### src/rtl/mts_pkg.sv
`default_nettype none
package mts_pkg;

	localparam int DEFAULT_STACK_DEPTH = 32;
	localparam int DEFAULT_WORD_BITS   = 32;
	localparam int FIELD_W             = 32;

	localparam logic ACT_PUSH = 1'b0;
	localparam logic ACT_POP  = 1'b1;

	typedef enum logic [1:0] {
		ST_OK        = 2'd0,
		ST_OVERFLOW  = 2'd1,
		ST_UNDERFLOW = 2'd2
	} status_t;

	typedef struct packed {
		logic                      action;
		logic signed [FIELD_W-1:0] push_value;
	} in_item_t;

	typedef struct packed {
		logic signed [FIELD_W-1:0] popped_value;
		logic signed [FIELD_W-1:0] current_min;
		logic                      min_valid;
		logic                      now_empty;
		status_t                   status;
	} out_item_t;

	// controller to datapath
	typedef struct packed {
		logic latch;
		logic exec;
		logic commit;
		logic emit;
	} cmd_t;

	// datapath to controller
	typedef struct packed {
		logic good_pop;
	} sts_t;

endpackage
`default_nettype wire

### src/rtl/min_tracking_stack.sv
// channel   dir  handshake              payload
// in        in   in_valid / in_stall    in_data  (in_item_t: action, push_value)
// out       out  out_valid / out_stall  out_data (out_item_t: popped_value, current_min,
//                                                 min_valid, now_empty, status)
//
// one item at a time: after its transfer a push or failed pop passes through EXEC and
// EMIT, loading the result register as it leaves EMIT, and the next transfer waits for
// IDLE; a good pop adds POPRD between them for the registered read of both store ports
// in_stall is high from the transfer until the result is loaded
// a result waiting under out_stall holds the block in its final step
// arst_n clears both counts and the sequencer; stores need no clearing
`default_nettype none
module min_tracking_stack
	import mts_pkg::*;
#(
	parameter int STACK_DEPTH = DEFAULT_STACK_DEPTH,
	parameter int WORD_BITS   = DEFAULT_WORD_BITS
) (
	input  wire  logic      clk,
	input  wire  logic      arst_n,
	input  wire  logic      in_valid,
	output logic            in_stall,
	input  wire  in_item_t  in_data,
	output logic            out_valid,
	input  wire  logic      out_stall,
	output out_item_t       out_data
);

	cmd_t cmd;
	sts_t sts;

	mts_ctrl u_ctrl (
		.clk       (clk),
		.arst_n    (arst_n),
		.in_valid  (in_valid),
		.in_stall  (in_stall),
		.out_valid (out_valid),
		.out_stall (out_stall),
		.sts       (sts),
		.cmd       (cmd)
	);

	mts_datapath #(
		.STACK_DEPTH (STACK_DEPTH),
		.WORD_BITS   (WORD_BITS)
	) u_dp (
		.clk      (clk),
		.arst_n   (arst_n),
		.in_data  (in_data),
		.cmd      (cmd),
		.sts      (sts),
		.out_data (out_data)
	);

	a_busy_after_transfer: assert property (@(posedge clk) disable iff (!arst_n)
		(in_valid && !in_stall) |=> in_stall)
		else $error("input taken while an item is in flight");

	a_empty_vs_min: assert property (@(posedge clk) disable iff (!arst_n)
		out_valid |-> (out_data.now_empty != out_data.min_valid))
		else $error("empty flag and min valid disagree");

	a_overflow_not_empty: assert property (@(posedge clk) disable iff (!arst_n)
		(out_valid && out_data.status == ST_OVERFLOW) |-> !out_data.now_empty)
		else $error("overflow reported on empty stack");

	a_underflow_empty: assert property (@(posedge clk) disable iff (!arst_n)
		(out_valid && out_data.status == ST_UNDERFLOW) |-> out_data.now_empty)
		else $error("underflow reported on non-empty stack");

endmodule
`default_nettype wire

### src/rtl/mts_ctrl.sv
`default_nettype none
module mts_ctrl
	import mts_pkg::*;
(
	input  wire  logic clk,
	input  wire  logic arst_n,
	input  wire  logic in_valid,
	output logic       in_stall,
	output logic       out_valid,
	input  wire  logic out_stall,
	input  wire  sts_t sts,
	output cmd_t       cmd
);

	typedef enum logic [3:0] {
		S_IDLE  = 4'b0001,
		S_EXEC  = 4'b0010,
		S_POPRD = 4'b0100,
		S_EMIT  = 4'b1000
	} state_t;

	state_t state_q, state_d;
	logic   out_valid_q;
	logic   out_free;

	assign out_free = !out_valid_q || !out_stall;
	assign in_stall = (state_q != S_IDLE);
	assign out_valid = out_valid_q;

	always_comb begin
		cmd = '0;
		state_d = state_q;
		case (state_q)
			S_IDLE: begin
				if (in_valid) begin
					cmd.latch = 1'b1;
					state_d = S_EXEC;
				end
			end
			S_EXEC: begin
				cmd.exec = 1'b1;
				state_d = sts.good_pop ? S_POPRD : S_EMIT;
			end
			S_POPRD: begin
				cmd.commit = 1'b1;
				state_d = S_EMIT;
			end
			S_EMIT: begin
				if (out_free) begin
					cmd.emit = 1'b1;
					state_d = S_IDLE;
				end
			end
			default: begin
				state_d = S_IDLE;
			end
		endcase
	end

	always_ff @(posedge clk or negedge arst_n) begin
		if (!arst_n) begin
			state_q <= S_IDLE;
			out_valid_q <= 1'b0;
		end else begin
			state_q <= state_d;
			if (cmd.emit) begin
				out_valid_q <= 1'b1;
			end else if (!out_stall) begin
				out_valid_q <= 1'b0;
			end
		end
	end

endmodule
`default_nettype wire

### src/rtl/mts_datapath.sv
`default_nettype none
module mts_datapath
	import mts_pkg::*;
#(
	parameter int STACK_DEPTH = DEFAULT_STACK_DEPTH,
	parameter int WORD_BITS   = DEFAULT_WORD_BITS
) (
	input  wire  logic     clk,
	input  wire  logic     arst_n,
	input  wire  in_item_t in_data,
	input  wire  cmd_t     cmd,
	output sts_t           sts,
	output out_item_t      out_data
);

	localparam int CNT_W  = $clog2(STACK_DEPTH + 1);
	localparam int ADDR_W = (STACK_DEPTH > 1) ? $clog2(STACK_DEPTH) : 1;
	localparam logic [WORD_BITS-1:0] SIGN_WORD = {1'b1, {(WORD_BITS-1){1'b0}}};

	logic [WORD_BITS-1:0] value_mem [STACK_DEPTH];
	logic [WORD_BITS-1:0] min_mem   [STACK_DEPTH];

	logic                 action_q;
	logic [WORD_BITS-1:0] word_q;
	logic [CNT_W-1:0]     vcnt_q;
	logic [CNT_W-1:0]     mcnt_q;
	logic [WORD_BITS-1:0] min_top_q;
	logic [WORD_BITS-1:0] popped_q;
	status_t              status_q;
	logic [WORD_BITS-1:0] vrd_q;
	logic [WORD_BITS-1:0] mrd_q;
	out_item_t            out_q;

	logic [CNT_W-1:0]     vcnt_m1;
	logic [CNT_W-1:0]     mcnt_m2;
	logic                 full;
	logic                 empty;
	logic                 min_push;
	logic                 min_pop;
	logic [WORD_BITS-1:0] cur_min;

	assign vcnt_m1  = vcnt_q - CNT_W'(1);
	assign mcnt_m2  = mcnt_q - CNT_W'(2);
	assign full     = (vcnt_q == CNT_W'(STACK_DEPTH));
	assign empty    = (vcnt_q == '0);
	assign min_push = (mcnt_q == '0) || !($signed(min_top_q) < $signed(word_q));
	assign min_pop  = (mcnt_q != '0) && (min_top_q == vrd_q);
	assign cur_min  = (mcnt_q != '0) ? min_top_q : SIGN_WORD;
	assign sts.good_pop = (action_q == ACT_POP) && !empty;
	assign out_data = out_q;

	// store ports
	always_ff @(posedge clk) begin
		if (cmd.exec && action_q == ACT_PUSH && !full) begin
			value_mem[vcnt_q[ADDR_W-1:0]] <= word_q;
			if (min_push) begin
				min_mem[mcnt_q[ADDR_W-1:0]] <= word_q;
			end
		end
	end

	always_ff @(posedge clk) begin
		if (cmd.exec) begin
			vrd_q <= value_mem[vcnt_m1[ADDR_W-1:0]];
			mrd_q <= min_mem[mcnt_m2[ADDR_W-1:0]];
		end
	end

	always_ff @(posedge clk or negedge arst_n) begin
		if (!arst_n) begin
			vcnt_q <= '0;
			mcnt_q <= '0;
		end else if (cmd.exec) begin
			if (action_q == ACT_PUSH && !full) begin
				vcnt_q <= vcnt_q + CNT_W'(1);
				if (min_push) begin
					mcnt_q <= mcnt_q + CNT_W'(1);
				end
			end
		end else if (cmd.commit) begin
			vcnt_q <= vcnt_m1;
			if (min_pop) begin
				mcnt_q <= mcnt_q - CNT_W'(1);
			end
		end
	end

	always_ff @(posedge clk) begin
		if (cmd.latch) begin
			action_q <= in_data.action;
			word_q <= WORD_BITS'($unsigned(in_data.push_value));
		end
		if (cmd.exec) begin
			popped_q <= SIGN_WORD;
			if (action_q == ACT_PUSH && full) begin
				status_q <= ST_OVERFLOW;
			end else if (action_q == ACT_POP && empty) begin
				status_q <= ST_UNDERFLOW;
			end else begin
				status_q <= ST_OK;
			end
			if (action_q == ACT_PUSH && !full && min_push) begin
				min_top_q <= word_q;
			end
		end
		if (cmd.commit) begin
			popped_q <= vrd_q;
			if (min_pop) begin
				min_top_q <= mrd_q;
			end
		end
		if (cmd.emit) begin
			out_q.popped_value <= $signed(FIELD_W'(popped_q));
			out_q.current_min <= $signed(FIELD_W'(cur_min));
			out_q.min_valid <= (mcnt_q != '0);
			out_q.now_empty <= empty;
			out_q.status <= status_q;
		end
	end

endmodule
`default_nettype wire
### config.mk
export PLATFORM = sky130hd
export DESIGN_NAME = min_tracking_stack
export DESIGN_NICKNAME = d
export VERILOG_FILES = /design/src/rtl/mts_pkg.sv /design/src/rtl/min_tracking_stack.sv /design/src/rtl/mts_ctrl.sv /design/src/rtl/mts_datapath.sv
export SDC_FILE = /design/constraint.sdc
export NUM_CORES = 2
export LEC_CHECK = 0
export BUFFER_PORTS_ARGS = -buffer_cell sky130_fd_sc_hd__buf_2
export CAP_MARGIN = 20
export CELL_PAD_IN_SITES_DETAIL_PLACEMENT = 1
export CELL_PAD_IN_SITES_GLOBAL_PLACEMENT = 2
export CORE_ASPECT_RATIO = 1.5
export CORE_MARGIN = 2
export CORE_UTILIZATION = 51
export CTS_BUF_LIST = sky130_fd_sc_hd__clkbuf_16
export DETAILED_ROUTE_END_ITERATION = 16
export PLACE_DENSITY_LB_ADDON = 0.1
export SYNTH_ARGS = -nofsm -noshare
export SYNTH_HDL_FRONTEND = slang
export SYNTH_SLANG_ARGS = --single-unit
export TNS_END_PERCENT = 30
### constraint.sdc
create_clock -name clk -period 5.8 [get_ports clk]
set_input_delay 0.87 -clock clk [delete_from_list [all_inputs] [get_ports clk]]
set_output_delay 0.87 -clock clk [all_outputs]
set_load 0.01 [all_outputs]
* Word level (Yosys, flattened, before mapping)
Memory sizes are Yosys's and may differ from the RTL's. A register that Yosys moved wholly into a read port is not among the register bits.
Index checks and enable logic that the tools add are counted.
** Operators by class
- Add/sub/neg operators :: 5
- $lt $le $gt $ge :: 1
- Equal/unequal tests :: 12
- Muxes and demuxes :: 32
- Bitwise operators :: 1
- Reductions and logical operators :: 23
** Operator list (number)
- 32-bit 2-to-1 mux :: 6
- 6-bit 2-to-1 mux :: 8
- 32-bit equality test :: 1
- 32-bit < comparator :: 1
- 4-bit case mux with 4 select lines :: 1
- 1-bit 2-to-1 mux :: 13
- 6-bit by 1-bit adder with 6-bit output (second input constant) :: 2
- 6-bit logical NOT :: 2
- 4-bit 2-to-1 mux :: 3
- 6-bit by 1-bit subtractor with 6-bit output (second input constant) :: 2
- 1-bit logical AND :: 8
- 6-bit equality test (second input constant) :: 1
- 2-bit != test (second input constant) :: 3
- 6-bit nonzero test :: 1
- 1-bit logical NOT :: 5
- 5-bit by 2-bit subtractor with 5-bit output (second input constant) :: 1
- 4-bit by 1-bit equality test with 1-bit output (second input constant) :: 1
- 4-bit by 2-bit equality test with 1-bit output (second input constant) :: 1
- 4-bit by 3-bit equality test with 1-bit output (second input constant) :: 1
- 4-bit equality test (second input constant) :: 1
- 2-bit by 1-bit != test with 1-bit output (second input constant) :: 2
- 4-bit by 1-bit != test with 1-bit output (second input constant) :: 1
- 2-bit AND reduction :: 2
- 4-bit AND reduction :: 1
- other kinds (4) :: 6
** Word-level totals
- Register bits :: 184
- Memory bits (writable) :: 2048
- Bits of input ports :: 37
- Output and inout port bits :: 70
- Logic and storage cells :: 90
- Memories :: 2
** Memory list
- u_dp.min_mem :: depth 32, width 32, rd ports 1, clocked after memory_dff 1, write ports 1, RTL line mts_datapath.sv:21 : logic [WORD_BITS-1:0] min_mem [STACK_DEPTH];
- u_dp.value_mem :: depth 32, width 32, rd ports 1, clocked after memory_dff 1, write ports 1, RTL line mts_datapath.sv:20 : logic [WORD_BITS-1:0] value_mem [STACK_DEPTH];

* Logic depth before layout (Yosys ltp)
- Word-level depth :: 8
- Depth in mapped cells :: 12
- Gate-level depth less buffers :: 10

* Modules after synthesis
Synthesis repeated with hierarchy kept, for this count alone.
** Unflattened totals
- Cells, all modules :: 3708
- Area total of the unflattened synthesis :: 87690.4 sq um
** Modules (own cells, without submodules)
- mts_datapath :: instances 1, cells an instance 3684, area an instance 87416.3 sq um, seq. area each 68415.6 sq um
- mts_ctrl :: instances 1, cells an instance 24, area an instance 274.0 sq um, seq. area each 126.4 sq um

* Worst setup path after synthesis
No wires, ideal clock.
- Path type :: reg2reg
- From :: register u_dp.word_q[30]
- To :: memory u_dp.min_mem[15][0] (netlist bit), enable pin
- Setup time :: 421 ps
- Arrival :: 4346 ps
- Data required time :: 5379 ps
- Slack :: 1033 ps
- Cell stages (with the launch flop) :: 10
- Path buffers :: 0
- Period minus slack after synthesis :: 4767 ps
- Cell sequence :: edfxtp_1 > inv_1 > ha_1 > nand4_2 > nor4_2 > a22oi_1 > or4b_4 > a31oi_4 > nand4_1 > nor2_1
** On the way
- Longest elaborated chain between the ends :: 6
** RTL lines
- start: declaration :: RTL line mts_datapath.sv:24 : logic [WORD_BITS-1:0] word_q;
- start signal: assignment :: RTL line mts_datapath.sv:91 : word_q <= WORD_BITS'($unsigned(in_data.push_value));
- 32-bit < comparator :: RTL line mts_datapath.sv:46 : assign min_push = (mcnt_q == '0) || !($signed(min_top_q) < $signed(word_q));
- 1-bit logical NOT :: RTL line mts_datapath.sv:46
- 1-bit logical OR :: RTL line mts_datapath.sv:46
- 1-bit 2-to-1 mux :: RTL line mts_datapath.sv:56 : if (min_push) begin
- 1-bit 2-to-1 mux :: RTL line mts_datapath.sv:54 : if (cmd.exec && action_q == ACT_PUSH && !full) begin
- 1-bit 2-to-1 mux (not written as such) :: RTL line mts_datapath.sv:57 : min_mem[mcnt_q[ADDR_W-1:0]] <= word_q;
- end: declaration :: RTL line mts_datapath.sv:21
No other way between the ends.

* Final worst setup path
- From :: register u_dp.word_q[19]
- To :: memory u_dp.min_mem[5][0] (netlist bit), enable pin
Same word-level chain as after synthesis.

==> run summary <==
================================================================================
Total via count in the routed design                                       39086
Layout cells sized above 1                                                33.12%
Final Cycle Share                                                         74.29%
Avg Vias per Cell                                                          6.092
Final-layout worst hold slack                                         0.06251 ns
IO Port Bufs                                                                 106
Number of standard cells after synthesis                                    3682
Internal Power                                                          35.31 mW
Minimum clock period                                                    4.309 ns
Max capacitance violation total                                                0
Switching share of power                                                  30.09%
Worst R2R Setup Slack                                                    1.49 ns
Arrival time of data at the critical path endpoint                       4.83 ns
Placed wire-length estimate after detailed placement                   136500 µm
CTS H-Tree Depth                                                               4
Final count of hold timing violations                                          0
Worst Max-Slew Pin Slew                                                 1.112 ns
Quantity of gates resized following cts                                        0
Share of the synthesized area in the top cell type                        76.82%
TritonCTS clock tree                                                         yes
Register-to-Register Path Depth                                               12
Number of standard cells in the final layout excluding fillers              6416
Avg Synthesized Cell Area                                              23.86 µm²
Global placement routability congestion                                   0.8300
X dimension of the die                                                  342.8 µm
Core footprint                                                        171100 µm²
Setup TNS                                                                   0 ns
Setup Fix Bufs, Post-CTS                                                       0
Number of DRC markers after the initial detailed-route iteration            3363
Number of buffers inserted during clock tree synthesis                       207
Number of nets in the final layout                                          4058
Distinct cell type count of the synthesized netlist                           58
Overflow left after global routing                                             0
Starting Density                                                          51.35%
Asr flop ratio synth                                                     0.7404%
Ports placed on the boundary                                                 107
Dominant cells by area after synthesis                              sky130_fd_sc_hd__edfxtp_1 (77%), sky130_fd_sc_hd__mux4_2 (16%), sky130_fd_sc_hd__mux2_2 (0.82%)
Final Slew Violations                                                          0
Via count of the first global-routing pass                                 42805
Hold buffers post-CTS                                                          0
Power Dens Cells                                                    508.5 nW/µm²
Wire length of the first global-routing pass                           315400 µm
Part of the total power dissipated in combinational logic                  31.4%
Placed cell areas                                                      92290 µm²
Maximum fanout along the worst path                                           66
Initial DRT Pass Iterations                                                    5
Sequential Power Share                                                     40.8%
Post-synthesis register bit count                                           2296
Element type at the critical path end                                   register
Count of unresolved DRC violations after routing                               0
Startpoint of the worst register-to-register path                   u_dp.word_q[19]$_DFFE_PP_
FF/Latch Area                                                          68550 µm²
End of the worst register-to-register path                          u_dp.min_mem[5][0]$_DFFE_PP_
Worst-case vdd ir drop                                               0.0004894 V
Cell area after synthesis                                              87830 µm²
Die area                                                              175600 µm²
Maximum number of pins on one net before global-route repair                 105
Die Height                                                              512.3 µm
Sequential area share after synthesis                                     78.04%
Later-pin clock latency in the skew report                               0.84 ns
Max-slew headroom at the worst pin                                        25.69%
Number of clock sinks                                                       2296
Power share of the clock group                                             27.8%
Achievable frequency                                                   232.1 MHz
Gr usage total                                                            25.54%
Total Wirelength                                                       219200 µm
Leak                                                                    31.54 nW
Yosys warns                                                                    0
Synth Net Count                                                             3760
Number of cells in the design after placement                               6026
RSZ-0062 raised after global routing                                          no
Area of all placed cells without fillers                               99330 µm²
Category of the most critical setup path                            register to register
Row count                                                                    186
Sw Pwr                                                                  15.20 mW
CTS Root Cell                                                       sky130_fd_sc_hd__clkbuf_16
Buffer levels on the longest clock path                                        3
Area used by multi-input combinational logic                           18870 µm²
Required @ worst endpoint                                                6.32 ns
Number of antenna violations at the first check in global routing             11
Number of enable flip-flop cells after synthesis                            2247
ANT nets after route                                                           0
Synthesis-to-finish area growth                                           13.08%
Most common cell in the netlist                                     sky130_fd_sc_hd__edfxtp_1
Post-synthesis cell type with the largest combined area             sky130_fd_sc_hd__edfxtp_1
Nature of the critical path startpoint                                  register
Most common flop cell mapped by yosys                               sky130_fd_sc_hd__edfxtp_1
Final count of negative-setup-slack endpoints                                  0
Path category of the worst min-delay check                          input pin to async pin
Worst clock skew                                                      0.02468 ns
Status                                                              finished clean
Routed WL per cell                                                      34.17 µm
CTS clk-pin slew, worst paths                                            0.07 ns
Top cell types by occurrence after synthesis                        sky130_fd_sc_hd__edfxtp_1 (2247), sky130_fd_sc_hd__mux4_2 (640), sky130_fd_sc_hd__nor2_1 (116), sky130_fd_sc_hd__clkbuf_1 (102), sky130_fd_sc_hd__mux2_2 (64)
Fill cell count                                                            13937
================================================================================
[through the flow]
stage	total power, mW	setup slack, ns	utilization, %
after global routing	52.31	1.284	58.07
after CTS	51.03	1.448	58.05
after detailed placement	37.01	1.459	53.96
after global placement	36.59	1.666	53.96
final	50.51	1.491	58.07
after floorplan	31.51	1.033	-
[worst max-delay path, cell delays in order (launching register included)]
cell                       delay, ns
sky130_fd_sc_hd__edfxtp_1       0.33
sky130_fd_sc_hd__buf_4          0.57
sky130_fd_sc_hd__inv_1          0.11
sky130_fd_sc_hd__ha_1           0.32
sky130_fd_sc_hd__a21oi_1        0.15
sky130_fd_sc_hd__o21ai_1        0.12
sky130_fd_sc_hd__a22oi_1        0.22
sky130_fd_sc_hd__or4b_4         0.53
sky130_fd_sc_hd__a31oi_4        0.36
sky130_fd_sc_hd__nand4_1        0.16
sky130_fd_sc_hd__buf_4          0.26
sky130_fd_sc_hd__nor2_4         0.58
sky130_fd_sc_hd__buf_12         0.26
[cell families after synthesis]
kind of cell	share of synthesized area [%]
DFF	78.04
muxes	17.66
and+or+nand+nor	1.577
buffers and inverters	1.160
AOI/OAI and AO/OA	0.4986
xor gates and xnor gates	0.4786
adders and majority gates	0.5926
[layer usage]
layer | vias up | track usage (%) | wire length, µm
met5 | - | 0 | 13
met4 | 2 | 8.586 | 7437
met3 | 333 | 3.514 | 9083
met2 | 1050 | 45.92 | 119800
met1 | 21469 | 31.70 | 82880
li1 | 16232 | - | -
[area by class of cell]
type,count,share of cell area [%]
Inverter,40,0.1537
Tap cell,2256,2.842
Antenna cell,3,0.007558
Clock inverter,176,1.753
Clock buffer,210,5.291
Multi-Input combinational cell,1171,19.00
Timing Repair Buffer,264,1.937
Sequential cell,2296,69.02
[power by group through the flow]
| stage | clock, mW | sequential, mW | combinational, mW |
|---|---|---|---|
| 3_3_place_gp | 0 | 21.0 | 15.6 |
| 4_1_cts | 14.3 | 20.6 | 16.1 |
| 3_5_place_dp | 0 | 21.0 | 16.0 |
| 2_1_floorplan | 0 | 20.9 | 10.7 |
| 6_report | 14.1 | 20.6 | 15.8 |
| 5_1_grt | 14.8 | 20.6 | 16.8 |
[state kept, by name (all words and copies together), names as in the netlist, 4 cells and up]
| register | cells |
|---|---|
| u_dp.mrd_q | 32 |
| u_dp.vrd_q | 32 |
| u_ctrl.state_q | 4 |
| u_dp.popped_q | 32 |
| u_dp.vcnt_q | 6 |
| u_dp.value_mem | 1024 |
| u_dp.min_top_q | 32 |
| u_dp.out_data | 68 |
| u_dp.min_mem | 1024 |
| u_dp.mcnt_q | 6 |
| u_dp.word_q | 32 |
[cells in the final DEF, fill, tap and decap left out, types with 35 or more instances in the layout]
master	instances
sky130_fd_sc_hd__a21oi_1	51
sky130_fd_sc_hd__buf_2	106
sky130_fd_sc_hd__buf_4	142
sky130_fd_sc_hd__clkbuf_16	210
sky130_fd_sc_hd__clkinv_1	44
sky130_fd_sc_hd__clkinv_2	39
sky130_fd_sc_hd__edfxtp_1	2247
sky130_fd_sc_hd__ha_1	38
sky130_fd_sc_hd__inv_1	71
sky130_fd_sc_hd__mux2_2	64
sky130_fd_sc_hd__mux4_2	640
sky130_fd_sc_hd__nor2_1	51
sky130_fd_sc_hd__nor2_4	64
sky130_fd_sc_hd__xnor2_1	35
[worst max path at each step]
stage	startpoint	cells past startpoint	slack (ns)	to
6_report	u_dp.word_q[19]$_DFFE_PP_	12	1.49	u_dp.min_mem[5][0]$_DFFE_PP_
5_1_grt	u_dp.word_q[19]$_DFFE_PP_	12	1.28	u_dp.min_mem[5][1]$_DFFE_PP_
4_1_cts	u_dp.word_q[19]$_DFFE_PP_	12	1.45	u_dp.min_mem[5][0]$_DFFE_PP_
3_5_place_dp	u_dp.word_q[19]$_DFFE_PP_	12	1.46	u_dp.min_mem[5][2]$_DFFE_PP_
3_3_place_gp	u_dp.word_q[19]$_DFFE_PP_	12	1.67	u_dp.min_mem[26][24]$_DFFE_PP_
2_1_floorplan	u_dp.word_q[30]$_DFFE_PP_	9	1.03	u_dp.min_mem[15][0]$_DFFE_PP_
No activity file was read; power rests on OpenSTA's default activity.
